===== config.mk =====
export PLATFORM = sky130hd
export DESIGN_NAME = lru_key_value_cache_core
export DESIGN_NICKNAME = d
export VERILOG_FILES = /design/src/rtl/core/lkvc_pkg.sv /design/src/rtl/core/lkvc_front.sv /design/src/rtl/core/lkvc_queue.sv /design/src/rtl/core/lkvc_back.sv /design/src/rtl/core/lru_key_value_cache_core.sv
export SDC_FILE = /design/constraint.sdc
export NUM_CORES = 2
export LEC_CHECK = 0
export BUFFER_PORTS_ARGS = -buffer_cell sky130_fd_sc_hd__buf_2
export CORE_ASPECT_RATIO = 1.4
export CORE_MARGIN = 8
export CORE_UTILIZATION = 40
export CTS_CLUSTER_SIZE = 30
export DETAILED_ROUTE_END_ITERATION = 16
export PLACE_DENSITY_LB_ADDON = 0.2
export SYNTH_ARGS = -nofsm -noshare
export SYNTH_HDL_FRONTEND = slang
export SYNTH_SLANG_ARGS = --single-unit

===== constraint.sdc =====
create_clock -name i_clk -period 8.3 [get_ports i_clk]
set_clock_uncertainty 0.1 [all_clocks]
set_input_delay 1.245 -clock i_clk [delete_from_list [all_inputs] [get_ports i_clk]]
set_output_delay 1.245 -clock i_clk [all_outputs]
set_load 0.03 [all_outputs]

===== src/rtl/core/lkvc_pkg.sv =====
// Shared types and constants for the LRU key/value cache core.
// No dependencies; every other file in rtl/core uses this package.
package lkvc_pkg;

    localparam int KEY_W       = 32;
    localparam int VALUE_W     = 32;
    localparam int CAP_W       = 5;
    localparam int ENTRIES_DEF = 16;
    localparam int QUEUE_DEPTH = 2;   // power of two
    localparam int PADDR_W     = 3;
    localparam int PDATA_W     = 32;

    localparam logic [CAP_W-1:0]   CAP_RESET    = 5'd16;
    localparam logic [VALUE_W-1:0] MISS_DATA    = '1;
    localparam logic [0:0]         REG_CAPACITY = 1'b0;

    typedef enum logic {
        OP_GET = 1'b0,
        OP_PUT = 1'b1
    } t_op;

    typedef struct packed {
        t_op                      op;
        logic signed [KEY_W-1:0]  key;
        logic signed [VALUE_W-1:0] value;
    } t_req;

    typedef enum logic [1:0] {
        ST_MATCH,
        ST_UPDATE,
        ST_RESP
    } t_back_state;

endpackage


===== src/rtl/core/lkvc_front.sv =====
// Front end: accepts requests from the input channel and decodes them.
// Depends on lkvc_pkg; feeds lkvc_queue.
module lkvc_front (
    input  logic                              i_clk,
    input  logic                              i_rst_n,
    input  logic                              i_valid,
    output logic                              o_stall,
    input  logic                              i_kind,
    input  logic signed [lkvc_pkg::KEY_W-1:0]   i_key,
    input  logic signed [lkvc_pkg::VALUE_W-1:0] i_value,
    input  logic                              i_q_full,
    output logic                              o_push,
    output lkvc_pkg::t_req                    o_req
);

    logic           r_valid;
    lkvc_pkg::t_req r_req;
    logic           accept;

    assign o_stall = r_valid & i_q_full;
    assign accept  = i_valid & ~o_stall;
    assign o_push  = r_valid & ~i_q_full;
    assign o_req   = r_req;

    always_ff @(posedge i_clk) begin
        if (!i_rst_n) begin
            r_valid <= 1'b0;
        end else if (accept) begin
            r_valid <= 1'b1;
        end else if (o_push) begin
            r_valid <= 1'b0;
        end
    end

    always_ff @(posedge i_clk) begin
        if (accept) begin
            r_req.op    <= i_kind ? lkvc_pkg::OP_PUT : lkvc_pkg::OP_GET;
            r_req.key   <= i_key;
            r_req.value <= i_value;
        end
    end

endmodule


===== src/rtl/core/lkvc_queue.sv =====
// Short request queue between the front end and the back end.
// Depends on lkvc_pkg (request type and depth).
module lkvc_queue (
    input  logic           i_clk,
    input  logic           i_rst_n,
    input  logic           i_push,
    input  lkvc_pkg::t_req i_req,
    output logic           o_full,
    input  logic           i_pop,
    output logic           o_valid,
    output lkvc_pkg::t_req o_req
);

    localparam int PW = (lkvc_pkg::QUEUE_DEPTH > 1) ? $clog2(lkvc_pkg::QUEUE_DEPTH) : 1;
    localparam int CW = $clog2(lkvc_pkg::QUEUE_DEPTH + 1);

    lkvc_pkg::t_req r_slot [lkvc_pkg::QUEUE_DEPTH];
    logic [PW-1:0]  r_wptr;
    logic [PW-1:0]  r_rptr;
    logic [CW-1:0]  r_count;
    logic           do_push;
    logic           do_pop;

    assign o_full  = (r_count == CW'(lkvc_pkg::QUEUE_DEPTH));
    assign o_valid = (r_count != '0);
    assign o_req   = r_slot[r_rptr];
    assign do_push = i_push & ~o_full;
    assign do_pop  = i_pop & o_valid;

    always_ff @(posedge i_clk) begin
        if (!i_rst_n) begin
            r_wptr  <= '0;
            r_rptr  <= '0;
            r_count <= '0;
        end else begin
            if (do_push) begin
                r_wptr <= r_wptr + 1'b1;
            end
            if (do_pop) begin
                r_rptr <= r_rptr + 1'b1;
            end
            if (do_push && !do_pop) begin
                r_count <= r_count + 1'b1;
            end else if (do_pop && !do_push) begin
                r_count <= r_count - 1'b1;
            end
        end
    end

    always_ff @(posedge i_clk) begin
        if (do_push) begin
            r_slot[r_wptr] <= i_req;
        end
    end

endmodule


===== src/rtl/core/lkvc_back.sv =====
// Back end: key match over all entries, LRU age update, insert/evict and response.
// Depends on lkvc_pkg; takes requests from lkvc_queue.
module lkvc_back #(
    parameter int ENTRIES = lkvc_pkg::ENTRIES_DEF
) (
    input  logic                                i_clk,
    input  logic                                i_rst_n,
    input  logic [lkvc_pkg::CAP_W-1:0]          i_capacity,
    input  logic                                i_q_valid,
    input  lkvc_pkg::t_req                      i_q_req,
    output logic                                o_q_pop,
    output logic                                o_valid,
    input  logic                                i_stall,
    output logic                                o_hit,
    output logic signed [lkvc_pkg::VALUE_W-1:0] o_data
);

    localparam int IW   = (ENTRIES > 1) ? $clog2(ENTRIES) : 1;
    localparam int CW   = $clog2(ENTRIES + 1);
    localparam int CMPW = (CW > lkvc_pkg::CAP_W) ? CW : lkvc_pkg::CAP_W;

    // entry state: keys and ages are per-entry compare cells, values a memory
    logic                               r_ent_valid [ENTRIES];
    logic [lkvc_pkg::KEY_W-1:0]         r_ent_key   [ENTRIES];
    logic [IW-1:0]                      r_ent_age   [ENTRIES];
    logic [lkvc_pkg::VALUE_W-1:0]       mem_value   [ENTRIES];
    logic [CW-1:0]                      r_count;

    lkvc_pkg::t_back_state r_state;
    lkvc_pkg::t_back_state n_state;

    // latched request and match results
    lkvc_pkg::t_req               r_req;
    logic                         r_hit;
    logic [IW-1:0]                r_idx;
    logic                         r_evict;
    logic [ENTRIES-1:0]           r_victim;
    logic [IW-1:0]                r_slot;
    logic [lkvc_pkg::VALUE_W-1:0] r_rd_data;

    logic                         r_o_valid;
    logic                         r_o_hit;
    logic [lkvc_pkg::VALUE_W-1:0] r_o_data;

    logic [ENTRIES-1:0] hit_vec;
    logic [ENTRIES-1:0] victim_vec;
    logic [IW-1:0]      hit_idx;
    logic [IW-1:0]      free_slot;
    logic [CMPW-1:0]    eff_cap;
    logic [CMPW-1:0]    cap_ext;
    logic               full;
    logic               load_out;
    logic [IW-1:0]      touch_age;

    // match and replacement choice against the queue head
    always_comb begin
        hit_idx   = '0;
        free_slot = '0;
        for (int i = 0; i < ENTRIES; i++) begin
            hit_vec[i]    = r_ent_valid[i] && (r_ent_key[i] == i_q_req.key);
            victim_vec[i] = r_ent_valid[i] && (r_ent_age[i] == IW'(r_count - 1'b1));
            if (hit_vec[i]) begin
                hit_idx = hit_idx | IW'(i);
            end
        end

        cap_ext = CMPW'(i_capacity);
        eff_cap = cap_ext;
        if (cap_ext == '0) begin
            eff_cap = CMPW'(1);
        end else if (cap_ext > CMPW'(ENTRIES)) begin
            eff_cap = CMPW'(ENTRIES);
        end
        full = (CMPW'(r_count) >= eff_cap);

        // lowest free entry, counting the victim as free when evicting
        for (int i = ENTRIES - 1; i >= 0; i--) begin
            if (!r_ent_valid[i] || (full && victim_vec[i])) begin
                free_slot = IW'(i);
            end
        end
    end

    assign touch_age = r_ent_age[r_idx];

    always_ff @(posedge i_clk) begin
        if (!i_rst_n) begin
            r_state <= lkvc_pkg::ST_MATCH;
        end else begin
            r_state <= n_state;
        end
    end

    always_comb begin
        n_state  = r_state;
        o_q_pop  = 1'b0;
        load_out = 1'b0;
        case (r_state)
            lkvc_pkg::ST_MATCH: begin
                if (i_q_valid) begin
                    o_q_pop = 1'b1;
                    n_state = lkvc_pkg::ST_UPDATE;
                end
            end
            lkvc_pkg::ST_UPDATE: begin
                n_state = (r_req.op == lkvc_pkg::OP_GET) ? lkvc_pkg::ST_RESP
                                                         : lkvc_pkg::ST_MATCH;
            end
            lkvc_pkg::ST_RESP: begin
                if (!r_o_valid || !i_stall) begin
                    load_out = 1'b1;
                    n_state  = lkvc_pkg::ST_MATCH;
                end
            end
            default: begin
                n_state = lkvc_pkg::ST_MATCH;
            end
        endcase
    end

    always_ff @(posedge i_clk) begin
        if (o_q_pop) begin
            r_req    <= i_q_req;
            r_hit    <= |hit_vec;
            r_idx    <= hit_idx;
            r_evict  <= full;
            r_victim <= victim_vec;
            r_slot   <= free_slot;
        end
    end

    // entry state update
    always_ff @(posedge i_clk) begin
        if (!i_rst_n) begin
            for (int i = 0; i < ENTRIES; i++) begin
                r_ent_valid[i] <= 1'b0;
                r_ent_age[i]   <= '0;
            end
            r_count <= '0;
        end else if (r_state == lkvc_pkg::ST_UPDATE) begin
            if (r_hit) begin
                // move the hit entry to the front, age the newer ones
                for (int i = 0; i < ENTRIES; i++) begin
                    if (IW'(i) == r_idx) begin
                        r_ent_age[i] <= '0;
                    end else if (r_ent_valid[i] && (r_ent_age[i] < touch_age)) begin
                        r_ent_age[i] <= r_ent_age[i] + 1'b1;
                    end
                end
            end else if (r_req.op == lkvc_pkg::OP_PUT) begin
                for (int i = 0; i < ENTRIES; i++) begin
                    if (IW'(i) == r_slot) begin
                        r_ent_valid[i] <= 1'b1;
                        r_ent_age[i]   <= '0;
                    end else if (r_evict && r_victim[i]) begin
                        r_ent_valid[i] <= 1'b0;
                        r_ent_age[i]   <= '0;
                    end else if (r_ent_valid[i]) begin
                        r_ent_age[i] <= r_ent_age[i] + 1'b1;
                    end
                end
                if (!r_evict) begin
                    r_count <= r_count + 1'b1;
                end
            end
        end
    end

    always_ff @(posedge i_clk) begin
        if ((r_state == lkvc_pkg::ST_UPDATE) && (r_req.op == lkvc_pkg::OP_PUT) && !r_hit) begin
            r_ent_key[r_slot] <= r_req.key;
        end
    end

    // value memory: one write port, one registered read port
    always_ff @(posedge i_clk) begin
        if ((r_state == lkvc_pkg::ST_UPDATE) && (r_req.op == lkvc_pkg::OP_PUT)) begin
            mem_value[r_hit ? r_idx : r_slot] <= r_req.value;
        end
    end

    always_ff @(posedge i_clk) begin
        if ((r_state == lkvc_pkg::ST_UPDATE) && (r_req.op == lkvc_pkg::OP_GET)) begin
            r_rd_data <= mem_value[r_idx];
        end
    end

    // output register
    always_ff @(posedge i_clk) begin
        if (!i_rst_n) begin
            r_o_valid <= 1'b0;
        end else if (load_out) begin
            r_o_valid <= 1'b1;
        end else if (!i_stall) begin
            r_o_valid <= 1'b0;
        end
    end

    always_ff @(posedge i_clk) begin
        if (load_out) begin
            r_o_hit  <= r_hit;
            r_o_data <= r_hit ? r_rd_data : lkvc_pkg::MISS_DATA;
        end
    end

    assign o_valid = r_o_valid;
    assign o_hit   = r_o_hit;
    assign o_data  = r_o_data;

endmodule


===== src/rtl/core/lru_key_value_cache_core.sv =====
// LRU key/value cache core: top level with the capacity register port.
// Depends on lkvc_pkg, lkvc_front, lkvc_queue and lkvc_back.
//
// Fully associative store of ENTRIES key/value pairs with least-recently-used
// replacement. A get request (kind 0) returns one result: hit and the stored
// value, or hit clear and data all ones. A put request (kind 1) updates or
// inserts and returns nothing; a new key evicts the least recent entry once the
// entry count reaches the capacity register (0 reads as 1, values above ENTRIES
// as ENTRIES). Requests pass a one-entry input stage and a two-entry queue, so
// several can be taken while the back end works. The back end takes one request
// at a time: a get steps through key match, entry update with value memory read
// and response load (held while the result output stalls), a put through key
// match and entry update only. Write the capacity only while the core is idle.
module lru_key_value_cache_core #(
    parameter int ENTRIES = lkvc_pkg::ENTRIES_DEF
) (
    input  logic                                i_clk,
    input  logic                                i_rst_n,
    // request channel
    input  logic                                i_valid,
    output logic                                o_stall,
    input  logic                                i_kind,
    input  logic signed [lkvc_pkg::KEY_W-1:0]   i_key,
    input  logic signed [lkvc_pkg::VALUE_W-1:0] i_value,
    // result channel
    output logic                                o_valid,
    input  logic                                i_stall,
    output logic                                o_hit,
    output logic signed [lkvc_pkg::VALUE_W-1:0] o_data,
    // register port
    input  logic                                psel,
    input  logic                                penable,
    input  logic                                pwrite,
    input  logic [lkvc_pkg::PADDR_W-1:0]        paddr,
    input  logic [lkvc_pkg::PDATA_W-1:0]        pwdata,
    output logic [lkvc_pkg::PDATA_W-1:0]        prdata,
    output logic                                pready
);

    logic [lkvc_pkg::CAP_W-1:0] r_capacity;
    logic                       reg_sel;
    logic                       push;
    logic                       q_full;
    logic                       q_valid;
    logic                       q_pop;
    lkvc_pkg::t_req             front_req;
    lkvc_pkg::t_req             q_req;

    assign pready  = 1'b1;
    assign reg_sel = (paddr[lkvc_pkg::PADDR_W-1:2] == lkvc_pkg::REG_CAPACITY);

    always_ff @(posedge i_clk) begin
        if (!i_rst_n) begin
            r_capacity <= lkvc_pkg::CAP_RESET;
        end else if (psel && penable && pwrite && pready && reg_sel) begin
            r_capacity <= pwdata[lkvc_pkg::CAP_W-1:0];
        end
    end

    always_comb begin
        prdata = '0;
        if (reg_sel) begin
            prdata = lkvc_pkg::PDATA_W'(r_capacity);
        end
    end

    lkvc_front u_front (
        .i_clk    (i_clk),
        .i_rst_n  (i_rst_n),
        .i_valid  (i_valid),
        .o_stall  (o_stall),
        .i_kind   (i_kind),
        .i_key    (i_key),
        .i_value  (i_value),
        .i_q_full (q_full),
        .o_push   (push),
        .o_req    (front_req)
    );

    lkvc_queue u_queue (
        .i_clk   (i_clk),
        .i_rst_n (i_rst_n),
        .i_push  (push),
        .i_req   (front_req),
        .o_full  (q_full),
        .i_pop   (q_pop),
        .o_valid (q_valid),
        .o_req   (q_req)
    );

    lkvc_back #(
        .ENTRIES (ENTRIES)
    ) u_back (
        .i_clk      (i_clk),
        .i_rst_n    (i_rst_n),
        .i_capacity (r_capacity),
        .i_q_valid  (q_valid),
        .i_q_req    (q_req),
        .o_q_pop    (q_pop),
        .o_valid    (o_valid),
        .i_stall    (i_stall),
        .o_hit      (o_hit),
        .o_data     (o_data)
    );

endmodule


==> flow_summary.toml <==
[synth]
synth_top_area_frac = 0.719
avgSynthCellArea_sq_um = 18.0
seq_area_frac_synth = 0.725
synth_edf_count = 1454
yosys_warnings = 0
synth_cell_type_count = 56
yosys-top-cells-area = "edfxtp_1 72%, xnor2_1 7.8%, mux4_2 6.7%"
synth_cells = 3377
netlist_area_sq_mm = 0.0607
ys.flop_type = "edfxtp_1"
yosys_register_bits = 1474
synth_area_leader_cell = "edfxtp_1"
async_flop_share = 0

[power]
p_int_mw = 14.6
powerDensity_mw_per_mm2 = 305
swShare = 0.304
pwr-share-seq = 0.481
clockPowerShare = 0.306
leakage_nw = 21.8
combPwrFrac = 0.213
power.net_switching_mw = 6.38
vdd_drop_max_mv = 0.222

[die]
die_w_microns = 345
initial_core_util = 0.402
die-area_sq_mm = 0.165
die_h_microns = 477
coreArea_sq_mm = 0.151
rows = 169
num_io_pins = 175

[run]
maxCapViolations = 0

[routing]
wire_per_inst_microns = 28.6
top_layer_used = "met5"
routedLengthMet1_microns = 64100
vias_per_cell = 5.47
dr.first_iter.drc_count = 2527
vias = 31136
drt-total-wl_microns = 163000
ant_nets = 0
dr_wl_met3_microns = 8540
first_pass_iters = 6
drc = 0
dr_wl_met2_microns = 84700

[critical_path]
critPathArrivalTime_ns = 5.03
cp.depth = 10
worst_path_dominant_cell_family = "buffers and inverters"
crit_top_cell = "mux4_2"
crit_chain = "buf_12, mux4_2, mux4_2, inv_1, ha_1, a211oi_1, o211ai_1, a31oi_1, a41oi_1, o2111ai_1"
timing.critical_path.buf_inv = 2
worstSetupEndpointType = "flop"
cp_slowest_cell = "inv_1"
cp_max_fo = 109
r2r_cells = 10
crit_required_ns = 8.60
critPathKind = "flop to flop"
timing.critical_path.slowest_cell_delay_ns = 0.66
startpoint_type = "flop"

[sta]
setup_slack_ns = 3.58
worst_slew_pin_slew_ns = 1.31
finalCriticalPeriod_ns = 4.72
fmax_ghz = 0.212
fin_crit_sh = 0.569
finalSetupTns_ns = 0
hold_viol = 0
setup_viol_count_final = 0
whs_ns = 0.326
slew_viol_final = 0
rsz0062_at_grt = "false"
slew_headroom = 0.128

[cells_and_area]
final_nets = 3796
area_growth_pct = 13.5
drive_above_1_share = 0.185
final_cell_count_no_fill = 5696
layout_commonest_cell = "edfxtp_1"
final_cell_mix = "1454 x edfxtp_1, 538 x xnor2_1, 180 x mux4_2, 149 x clkbuf_16, 120 x nor4_1"

[placement]
dp_cells = 5433
dp_worst_setup_slack_ns = 3.48
place.detailed.hpwl_microns = 94100
place.port_buffers = 117
place.gp.congestion = 0.844

[clocking]
clock-sinks = 1474
worst_skew_pair.late_latency_ns = 0.79
clk_pin_slew_ns = 0.06
cts-root-buf = "clkbuf_16"
numCtsBuffers = 148
hold_buffers = 0
tritoncts = "yes"
clock_path_buffers = 3
post-cts-setup-buffers = 0
cts_max_level = 4
cts_resized = 0

[global_route]
grt_pass1_vias = 31973
grt_usage = 0.194
grt_max_degree = 153
grt-ovfl-total = 0
grt_pass1_wl_microns = 232000
antenna_found_initial = 9

[hold_path]
holdPathStages = 0
hold_path_class = "flop to flop"

[status]
outcome = "complete, no violations"
## cell usage after synthesis, drive strengths merged, types with 59 or more instances
cell type,count
edfxtp,1454
xnor2,539
mux4,180
nor2,140
nor4,120
buf,83
ha,72
inv,71
nand3,67
nand2b,64
nand2,63
clkbuf,61
xor2,59
## final timing paths
check                                              startpoint                           endpoint  slack, ns
worst max-delay path            u_back.r_idx[0]$_SDFFCE_PP1P_  u_back.r_ent_age[10][2]$_DFFE_PP_       3.58
worst min-delay path              u_front.o_req[29]$_DFFE_PP_    u_queue.r_slot[1][29]$_DFFE_PP_       0.33
worst max register to register  u_back.r_idx[0]$_SDFFCE_PP1P_  u_back.r_ent_age[10][2]$_DFFE_PP_       3.58
worst min register to register    u_front.o_req[29]$_DFFE_PP_    u_queue.r_slot[1][29]$_DFFE_PP_       0.33
## metal layers
metal,GRT usage,vias to the layer above
li1,-,13447
met1,0.236,16449
met2,0.351,965
met3,0.0299,269
met4,0.0666,6
met5,0,-
## worst register-to-register path, delay by kind of cell, from the launching register on
family / cells / cell delay, ns
compound gates: 5 / 1.00
fa+ha+maj: 1 / 0.39
buf+inv: 2 / 1.19
flops: 1 / 0.37
mux: 2 / 1.29
## layout make-up
cell class | count | area [sq um]
Fill cell | 12955 | 82200
Sequential cell | 1474 | 44100
Multi-Input combinational cell | 1714 | 16200
Clock buffer | 190 | 3900
Tap cell | 1966 | 2460
Timing Repair Buffer | 208 | 1310
Clock inverter | 70 | 698
Inverter | 71 | 267
Antenna cell | 3 | 7.51
## logic make-up (layout without fill, tap and decap cells)
logic type | Yosys count | count (layout) | share of synthesized area
buffers and inverters | 215 | 539 | 0.0164
and+or+nand+nor | 581 | 581 | 0.0495
adders and majority gates | 72 | 72 | 0.0148
muxes | 252 | 252 | 0.0827
xor gates and xnor gates | 615 | 615 | 0.0925
DFF | 1474 | 1474 | 0.725
other | 2 | 31 | 0.000124
AOI/OAI and AO/OA | 166 | 166 | 0.0186
## power by group through the flow
stage	registers (mW)	logic (mW)	clock network, mW
2_1_floorplan	9.85	2.92	0
3_3_place_gp	10.2	4.49	0
3_5_place_dp	10.3	4.51	0
4_1_cts	10.1	4.53	6.57
5_1_grt	10.2	4.75	6.82
6_report	10.1	4.46	6.43
## registers in the layout, summed over array words and instances (netlist names), named ones only
name,cells
u_back.o_hit,1
u_back.r_victim,16
u_back.r_rd_data,32
u_back.r_count,5
u_front.r_valid,1
u_back.r_req,65
u_queue.r_rptr,1
u_queue.r_slot,130
u_back.r_ent_age,64
u_back.o_data,32
u_back.r_ent_valid,16
u_queue.r_count,2
u_back.r_hit,1
u_back.r_ent_key,512
u_back.r_evict,1
u_back.r_idx,4
u_queue.r_wptr,1
u_back.o_valid,1
u_back.mem_value,512
u_back.r_slot,4
r_capacity,5
u_back.r_state,2
u_front.o_req,65
## per-stage QoR
stage | util | power, mW | area (sq um)
floorplan | - | 12.8 | 60900
global placement | 0.426 | 14.7 | 64300
detailed placement | 0.426 | 14.8 | 64300
CTS | 0.456 | 21.2 | 68900
global route | 0.456 | 21.7 | 68900
finish | 0.456 | 21.0 | 68900
Note: power is estimated with default switching activity, not from simulation.
